## src/sv/sha256_pkg.sv

```systemverilog
// package: payload types, round constants and helper functions for the sha-256 hasher
`default_nettype none
package sha256_pkg;

   typedef struct packed {
      logic       opcode;
      logic [7:0] data_byte;
   } req_payload_type;

   typedef struct packed {
      logic [2:0]  word_index;
      logic [31:0] digest_word;
      logic        last_word;
   } rsp_payload_type;

   localparam logic OP_ABSORB = 1'b0;
   localparam logic OP_FINISH = 1'b1;

   localparam logic [7:0] PAD_BYTE = 8'h80;

   typedef logic [7:0][31:0] hash_state_type;

   localparam hash_state_type INITIAL_HASH = {
      32'h6a09e667, 32'hbb67ae85, 32'h3c6ef372, 32'ha54ff53a,
      32'h510e527f, 32'h9b05688c, 32'h1f83d9ab, 32'h5be0cd19
   };

   // round constant lookup
   function automatic logic [31:0] round_k(input logic [5:0] idx);
      logic [31:0] k;
      unique case (idx)
         6'd0:  k = 32'h428a2f98; 6'd1:  k = 32'h71374491;
         6'd2:  k = 32'hb5c0fbcf; 6'd3:  k = 32'he9b5dba5;
         6'd4:  k = 32'h3956c25b; 6'd5:  k = 32'h59f111f1;
         6'd6:  k = 32'h923f82a4; 6'd7:  k = 32'hab1c5ed5;
         6'd8:  k = 32'hd807aa98; 6'd9:  k = 32'h12835b01;
         6'd10: k = 32'h243185be; 6'd11: k = 32'h550c7dc3;
         6'd12: k = 32'h72be5d74; 6'd13: k = 32'h80deb1fe;
         6'd14: k = 32'h9bdc06a7; 6'd15: k = 32'hc19bf174;
         6'd16: k = 32'he49b69c1; 6'd17: k = 32'hefbe4786;
         6'd18: k = 32'h0fc19dc6; 6'd19: k = 32'h240ca1cc;
         6'd20: k = 32'h2de92c6f; 6'd21: k = 32'h4a7484aa;
         6'd22: k = 32'h5cb0a9dc; 6'd23: k = 32'h76f988da;
         6'd24: k = 32'h983e5152; 6'd25: k = 32'ha831c66d;
         6'd26: k = 32'hb00327c8; 6'd27: k = 32'hbf597fc7;
         6'd28: k = 32'hc6e00bf3; 6'd29: k = 32'hd5a79147;
         6'd30: k = 32'h06ca6351; 6'd31: k = 32'h14292967;
         6'd32: k = 32'h27b70a85; 6'd33: k = 32'h2e1b2138;
         6'd34: k = 32'h4d2c6dfc; 6'd35: k = 32'h53380d13;
         6'd36: k = 32'h650a7354; 6'd37: k = 32'h766a0abb;
         6'd38: k = 32'h81c2c92e; 6'd39: k = 32'h92722c85;
         6'd40: k = 32'ha2bfe8a1; 6'd41: k = 32'ha81a664b;
         6'd42: k = 32'hc24b8b70; 6'd43: k = 32'hc76c51a3;
         6'd44: k = 32'hd192e819; 6'd45: k = 32'hd6990624;
         6'd46: k = 32'hf40e3585; 6'd47: k = 32'h106aa070;
         6'd48: k = 32'h19a4c116; 6'd49: k = 32'h1e376c08;
         6'd50: k = 32'h2748774c; 6'd51: k = 32'h34b0bcb5;
         6'd52: k = 32'h391c0cb3; 6'd53: k = 32'h4ed8aa4a;
         6'd54: k = 32'h5b9cca4f; 6'd55: k = 32'h682e6ff3;
         6'd56: k = 32'h748f82ee; 6'd57: k = 32'h78a5636f;
         6'd58: k = 32'h84c87814; 6'd59: k = 32'h8cc70208;
         6'd60: k = 32'h90befffa; 6'd61: k = 32'ha4506ceb;
         6'd62: k = 32'hbef9a3f7; 6'd63: k = 32'hc67178f2;
         default: k = 32'h0;
      endcase
      return k;
   endfunction

   function automatic logic [31:0] rotr(input logic [31:0] x, input int n);
      return (x >> n) | (x << (32 - n));
   endfunction

   // compression control from sequencer to round unit
   typedef struct packed {
      logic start;
      logic step;
      logic fold;
   } round_ctrl_type;

endpackage
`default_nettype wire

```

## src/sv/sha256_byte_stream_hasher.sv

```systemverilog
// top level: byte buffer, padding sequencer, round unit and digest output
// an absorb writes its byte into the buffer, or, when it completes a block, starts a compression
// (load, 64 rounds on the single shared round unit, fold)
// a finish pads one byte per cycle up to the block end, then runs a compression per block,
// one block, or two when more than 55 bytes are held, then 8 result transactions
// throughput: one item at a time; ready drops while padding, compression or output runs
// reset: synchronous, active high; restores the initial hash, zero length and fill
`default_nettype none
module sha256_byte_stream_hasher
   import sha256_pkg::*;
(
   input  wire logic            clock,
   input  wire logic            reset,
   input  wire logic            req_valid,
   output      logic            req_ready,
   input  wire req_payload_type req_payload,
   output      logic            rsp_valid,
   input  wire logic            rsp_ready,
   output      rsp_payload_type rsp_payload
);

   typedef enum logic [5:0] {
      ST_IDLE  = 6'b000001,
      ST_PAD   = 6'b000010,
      ST_LOAD  = 6'b000100,
      ST_ROUND = 6'b001000,
      ST_FOLD  = 6'b010000,
      ST_OUT   = 6'b100000
   } state_type;

   state_type state_ff, state_in;
   logic [5:0]  fill_ff, fill_in;
   logic [63:0] bits_ff, bits_in;
   logic [5:0]  round_ff, round_in;
   logic [5:0]  pad_ff, pad_in;
   logic        final_ff, final_in;
   logic        last_blk_ff, last_blk_in;
   logic [2:0]  out_ff, out_in;

   // block buffer memory, one word per entry
   logic [3:0][7:0] mem [16];
   logic        mem_we;
   logic [5:0]  mem_waddr;
   logic [7:0]  mem_wdata;
   logic [31:0] word_rd_ff;

   round_ctrl_type ctrl;
   logic           restart;
   hash_state_type hash_words;
   logic           req_fire;
   logic [3:0]     rd_word_base;
   logic [5:0]     next_round;

   assign req_ready = (state_ff == ST_IDLE);
   assign req_fire  = req_valid && req_ready;
   assign next_round = round_ff + 6'd1;

   // register the next schedule word in the cycle before its round
   assign rd_word_base = (state_ff == ST_LOAD) ? 4'd0 : next_round[3:0];

   // first byte of a word sits in the most significant lane
   always_ff @(posedge clock) begin
      if (mem_we) begin
         mem[mem_waddr[5:2]][2'd3 - mem_waddr[1:0]] <= mem_wdata;
      end
      word_rd_ff <= mem[rd_word_base];
   end

   // sequencer
   always_comb begin
      state_in    = state_ff;
      fill_in     = fill_ff;
      bits_in     = bits_ff;
      round_in    = round_ff;
      pad_in      = pad_ff;
      final_in    = final_ff;
      last_blk_in = last_blk_ff;
      out_in      = out_ff;
      mem_we      = 1'b0;
      mem_waddr   = fill_ff;
      mem_wdata   = req_payload.data_byte;
      ctrl        = '0;
      restart     = 1'b0;
      unique case (state_ff)
         ST_IDLE: begin
            if (req_fire) begin
               if (req_payload.opcode == OP_ABSORB) begin
                  mem_we   = 1'b1;
                  bits_in  = bits_ff + 64'd8;
                  fill_in  = fill_ff + 6'd1;
                  final_in = 1'b0;
                  last_blk_in = 1'b0;
                  if (fill_ff == 6'd63) begin
                     state_in = ST_LOAD;
                  end
               end else begin
                  mem_we    = 1'b1;
                  mem_wdata = PAD_BYTE;
                  final_in  = 1'b1;
                  pad_in    = fill_ff + 6'd1;
                  last_blk_in = (fill_ff < 6'd56);
                  state_in  = (fill_ff == 6'd63) ? ST_LOAD : ST_PAD;
               end
            end
         end
         // one padding byte per cycle up to the block end
         ST_PAD: begin
            mem_we    = 1'b1;
            mem_waddr = pad_ff;
            mem_wdata = 8'h00;
            if (last_blk_ff && pad_ff >= 6'd56) begin
               mem_wdata = bits_ff[8'd63 - {2'b00, pad_ff[2:0], 3'b000} -: 8];
            end
            pad_in = pad_ff + 6'd1;
            if (pad_ff == 6'd63) begin
               state_in = ST_LOAD;
            end
         end
         ST_LOAD: begin
            ctrl.start = 1'b1;
            round_in   = 6'd0;
            state_in   = ST_ROUND;
         end
         ST_ROUND: begin
            ctrl.step = 1'b1;
            round_in  = next_round;
            if (round_ff == 6'd63) begin
               state_in = ST_FOLD;
            end
         end
         ST_FOLD: begin
            ctrl.fold = 1'b1;
            fill_in   = 6'd0;
            if (!final_ff) begin
               state_in = ST_IDLE;
            end else if (last_blk_ff) begin
               out_in   = 3'd0;
               state_in = ST_OUT;
            end else begin
               // second final block: zeros then the length
               last_blk_in = 1'b1;
               pad_in      = 6'd0;
               state_in    = ST_PAD;
            end
         end
         ST_OUT: begin
            if (rsp_ready) begin
               out_in = out_ff + 3'd1;
               if (out_ff == 3'd7) begin
                  restart  = 1'b1;
                  fill_in  = 6'd0;
                  bits_in  = 64'd0;
                  final_in = 1'b0;
                  state_in = ST_IDLE;
               end
            end
         end
         default: state_in = ST_IDLE;
      endcase
   end

   always_ff @(posedge clock) begin
      if (reset) begin
         state_ff    <= ST_IDLE;
         fill_ff     <= 6'd0;
         bits_ff     <= 64'd0;
         final_ff    <= 1'b0;
         last_blk_ff <= 1'b0;
         out_ff      <= 3'd0;
      end else begin
         state_ff    <= state_in;
         fill_ff     <= fill_in;
         bits_ff     <= bits_in;
         final_ff    <= final_in;
         last_blk_ff <= last_blk_in;
         out_ff      <= out_in;
      end
      round_ff <= round_in;
      pad_ff   <= pad_in;
   end

   sha256_round u_round (
      .clock      (clock),
      .reset      (reset),
      .ctrl       (ctrl),
      .round_idx  (round_ff),
      .block_word (word_rd_ff),
      .restart    (restart),
      .hash_words (hash_words)
   );

   // digest output, read straight from the hash register
   assign rsp_valid               = (state_ff == ST_OUT);
   assign rsp_payload.word_index  = out_ff;
   assign rsp_payload.digest_word = hash_words[3'd7 - out_ff];
   assign rsp_payload.last_word   = (out_ff == 3'd7);

   // a compression always runs 64 rounds before the fold
   a_fold_after_last_round: assert property (@(posedge clock) disable iff (reset)
      state_ff == ST_FOLD |-> $past(state_ff) == ST_ROUND && $past(round_ff) == 6'd63)
      else $error("fold without completing the rounds");

   // input is never taken while results are pending
   a_no_accept_during_output: assert property (@(posedge clock) disable iff (reset)
      rsp_valid |-> !req_ready)
      else $error("input accepted during digest output");

   // digest output only after the block that holds the length
   a_output_after_final: assert property (@(posedge clock) disable iff (reset)
      state_ff == ST_OUT |-> final_ff && last_blk_ff)
      else $error("digest emitted before the length block");

endmodule
`default_nettype wire

```

## src/sv/sha256_round.sv

```systemverilog
// round unit: message schedule window and one compression round per cycle
`default_nettype none
module sha256_round
   import sha256_pkg::*;
(
   input  wire logic           clock,
   input  wire logic           reset,
   input  wire round_ctrl_type ctrl,
   input  wire logic [5:0]     round_idx,
   input  wire logic [31:0]    block_word,
   input  wire logic           restart,
   output      hash_state_type hash_words
);

   hash_state_type hash_ff, hash_in;
   hash_state_type work_ff, work_in;
   logic [15:0][31:0] sched_ff, sched_in;

   logic [31:0] w_cur, s0, s1, w_new;
   logic [31:0] big0, big1, ch, maj, t1, t2;
   logic [31:0] a, b, c, d, e, f, g, h;

   // schedule: first 16 words come from the block, then are expanded
   always_comb begin
      s0 = rotr(sched_ff[14], 7) ^ rotr(sched_ff[14], 18) ^ (sched_ff[14] >> 3);
      s1 = rotr(sched_ff[1], 17) ^ rotr(sched_ff[1], 19) ^ (sched_ff[1] >> 10);
      w_new = s1 + sched_ff[6] + s0 + sched_ff[15];
      w_cur = (round_idx < 6'd16) ? block_word : w_new;
   end

   // one round
   always_comb begin
      {a, b, c, d, e, f, g, h} = work_ff;
      big1 = rotr(e, 6) ^ rotr(e, 11) ^ rotr(e, 25);
      ch   = (e & f) ^ (~e & g);
      t1   = h + big1 + ch + round_k(round_idx) + w_cur;
      big0 = rotr(a, 2) ^ rotr(a, 13) ^ rotr(a, 22);
      maj  = (a & b) ^ (a & c) ^ (b & c);
      t2   = big0 + maj;
   end

   always_comb begin
      hash_in  = hash_ff;
      work_in  = work_ff;
      sched_in = sched_ff;
      if (ctrl.start) begin
         work_in = hash_ff;
      end else if (ctrl.step) begin
         work_in  = {t1 + t2, a, b, c, d + t1, e, f, g};
         sched_in = {sched_ff[14:0], w_cur};
      end
      if (ctrl.fold) begin
         for (int i = 0; i < 8; i++) begin
            hash_in[i] = hash_ff[i] + work_ff[i];
         end
      end
      if (restart) begin
         hash_in = INITIAL_HASH;
      end
   end

   always_ff @(posedge clock) begin
      if (reset) begin
         hash_ff <= INITIAL_HASH;
      end else begin
         hash_ff <= hash_in;
      end
      work_ff  <= work_in;
      sched_ff <= sched_in;
   end

   assign hash_words = hash_ff;

endmodule
`default_nettype wire

```

## config.mk

```make
export PLATFORM = sky130hd
export DESIGN_NAME = sha256_byte_stream_hasher
export DESIGN_NICKNAME = d
export VERILOG_FILES = /design/src/sv/sha256_pkg.sv /design/src/sv/sha256_byte_stream_hasher.sv /design/src/sv/sha256_round.sv
export SDC_FILE = /design/constraint.sdc
export NUM_CORES = 2
export LEC_CHECK = 0
export BUFFER_PORTS_ARGS = -buffer_cell sky130_fd_sc_hd__buf_2
export CAP_MARGIN = 20
export CELL_PAD_IN_SITES_DETAIL_PLACEMENT = 1
export CELL_PAD_IN_SITES_GLOBAL_PLACEMENT = 1
export CORE_ASPECT_RATIO = 1.4
export CORE_UTILIZATION = 49
export DETAILED_ROUTE_END_ITERATION = 10
export PLACE_DENSITY = 0.79
export SYNTH_ARGS = -nofsm -noshare
export SYNTH_HDL_FRONTEND = slang
export SYNTH_SLANG_ARGS = --single-unit
```

## constraint.sdc

```tcl
create_clock -name clock -period 24.9 [get_ports clock]
set_clock_uncertainty 0.1 [all_clocks]
set_input_delay 1.245 -clock clock [delete_from_list [all_inputs] [get_ports clock]]
set_output_delay 1.245 -clock clock [all_outputs]
set_load 0.1 [all_outputs]
```

==> impl_metrics.ini <==
[setup_path]
r2r_slack_ns = 13.60
reg2reg_depth = 44
critPathKind = reg2reg
crit_end = u_round.a[29]$_DFFE_PN_
cp_data_required_time_ns = 25.35
worstSetupEndpointType = flop
critPathMaxFanout = 5
critical_path.slowest_cell = fa_1
regToRegStartpoint = u_round.sched_ff[454]$_DFFE_PP_
r2r-end = u_round.a[29]$_DFFE_PN_
cp.arrival_ns = 11.76
cp_slowest_stage_delay_ns = 0.54
startpoint = u_round.sched_ff[454]$_DFFE_PP_
critPathLaunchType = flop

[sta]
fmax_mhz = 88.5
setup_viol = 0
finalCritPeriodShare = 0.454
fin_setup_tns_ns = 0
hold_violations = 0
tightest_slew_ns = 1.22
finalCriticalPeriod_ns = 11.30
finalMaxSlewViolations = 0
grt_setup_unrepaired = false
relSlewSlack = 0.176

[routing]
drc = 0
vias = 67228
routed_wl_mm = 307
routed_via_density = 6.20
drt-pass1-iter-count = 5
antenna_left = 0
wl_per_cell_um = 28.3
drtIter0Drc = 5896

[clock_network]
ctsHoldBuffers = 0
clk_latency_ns = 0.88
clkSlewWorstSetupHoldPaths_ns = 0.06
cts_tree = done
clkSinkCount = 1690
cts_made_buffers = 169
clk_path_buf_depth = 3
post_cts_buffers = 0
cts_resized = 0
cts_htree_levels = 4
root_buffer = clkbuf_16

[global_routing]
grtUsageMet2 = 0.537
grt.total_usage = 0.323
top_usage_layer = met2
overflow = 0
use_met3 = 0.0467
use_met1 = 0.409
grt_pass1_vias = 69228
antenna_found_initial = 14
grt_max_degree = 200
grt_pass1_wl_mm = 453

[finish]
layout_common_cells = nand2_1 (1363), edfxtp_1 (1292), a21oi_1 (569)
nNetsFinal = 8852
layout-drive-gt1-share = 0.0824
area_growth_pct = 9.44
final_common_cell = nand2_1

[place]
gp_congestion = 0.969
port_buffers = 50
place.detailed.hpwl_mm = 219

[job]
max-cap-violations = 0

[outcome]
status = completed

[floorplan]
die_w_um = 367
rows = 186
core_area_sq_um = 184000
die_y_um = 512
die-area_sq_um = 188000
initial_core_util = 0.495
io_pins = 51

[synthesis]
synth_flop_cell = edfxtp_1
synth_top_area_share = 0.426
synth_nets = 8960
syn_area_per_cell_sq_um = 10.9
async_flop_share = 0
synthDistinctLibCells = 106
postSynthCellCount = 8358
ys.warnings.count = 0
seq_area_frac_synth = 0.513
synth_edf_count = 1292
synth.ff_latch_count = 1690
yosys.area.top_type = edfxtp_1
synth_area_leaders = edfxtp_1 (43%), dfxtp_1 (8.7%), nand2_1 (5.6%), ha_1 (5.4%), fa_1 (4.3%)
syn_area_sq_um = 91100

[min_path]
hp-class = reg2reg
cell usage after synthesis (103+ instances only):
master and instances:
xor2_1 238, xnor2_1 376, inv_1 400, o21ai_0 405
nor2_1 454, a21oi_1 571, nand2_1 1365, fa_1 195
o211ai_1 117, clkbuf_1 335, mux4_2 113, edfxtp_1 1292
a21o_1 208, dfxtp_1 398, mux2i_1 103, ha_1 394
nand3_1 203
logic make-up after synthesis:
logic type | synth area share
adder cells (fa/ha/maj) | 0.0975
multiplexers | 0.0462
AO/OA/AOI/OAI | 0.129
flip-flops | 0.513
XOR/XNOR | 0.0597
AND/OR/NAND/NOR | 0.121
buffers and inverters | 0.0343
layout make-up:
class / count / area (sq um)
fill: 19362 / 84300
clock buffer: 207 / 4550
clock inverter: 109 / 1420
multi-input combinational: 5850 / 41500
tap: 2444 / 3060
sequential: 1690 / 46800
inverter: 405 / 1540
timing repair buffer: 134 / 931
antenna: 4 / 10.0
through the flow:
stage | instances | worst slack, ns | cell area, sq um | hold WS (ns) | utilization
CTS | 10839 | 13.63 | 99700 | 0.294 | 0.542
global route | 10840 | 13.10 | 99700 | 0.301 | 0.542
detailed placement | 10523 | 13.74 | 93800 | 0.306 | 0.509
finish | 10843 | 13.60 | 99700 | 0.307 | 0.542
floorplan | 8358 | 6.97 | 91100 | 0.300 | -
global placement | 10522 | 13.83 | 93800 | 0.300 | 0.509
state kept, by name (all words and copies together), names as in the netlist, 3 cells and up, named ones only:
name                flops
mem                   512
u_round.sched_ff      512
u_round.hash_words    256
bits_ff                61
u_round.a              32
u_round.b              32
u_round.c              32
u_round.d              32
u_round.e              32
u_round.f              32
u_round.g              32
u_round.h              32
word_rd_ff             32
fill_ff                 6
pad_ff                  6
round_ff                6
state_ff                6
out_ff                  3
how the worst min path moves through the flow:
stage | start | endpoint | cells past startpoint
floorplan | u_round.sched_ff[68]$_DFFE_PP_ | u_round.sched_ff[100]$_DFFE_PP_ | 0
global placement | u_round.sched_ff[111]$_DFFE_PP_ | u_round.sched_ff[143]$_DFFE_PP_ | 0
detailed placement | u_round.sched_ff[2]$_DFFE_PP_ | u_round.sched_ff[34]$_DFFE_PP_ | 0
CTS | u_round.sched_ff[157]$_DFFE_PP_ | u_round.sched_ff[189]$_DFFE_PP_ | 0
global route | u_round.sched_ff[175]$_DFFE_PP_ | u_round.sched_ff[207]$_DFFE_PP_ | 0
finish | u_round.sched_ff[157]$_DFFE_PP_ | u_round.sched_ff[189]$_DFFE_PP_ | 0
critical path: cells and delay by family, from the launching register on:
| kind | cells | cell delay, ns |
|---|---|---|
| buf+inv | 5 | 0.37 |
| simple gates | 7 | 1.33 |
| compound gates | 19 | 4.23 |
| flops | 1 | 0.50 |
| fa+ha+maj | 8 | 3.44 |
| xor+xnor | 5 | 1.02 |
per-layer routing:
metal	routed length, um	share of wire	up-vias
met1	122000	0.40	34258
met3	20100	0.065	677
met2	147000	0.48	2562
met5	39	0.00013	-
met4	17800	0.058	6
li1	-	-	29725
Power is not shown: default switching activity piles up to over one toggle a cycle in this logic, so the estimate is an artifact.
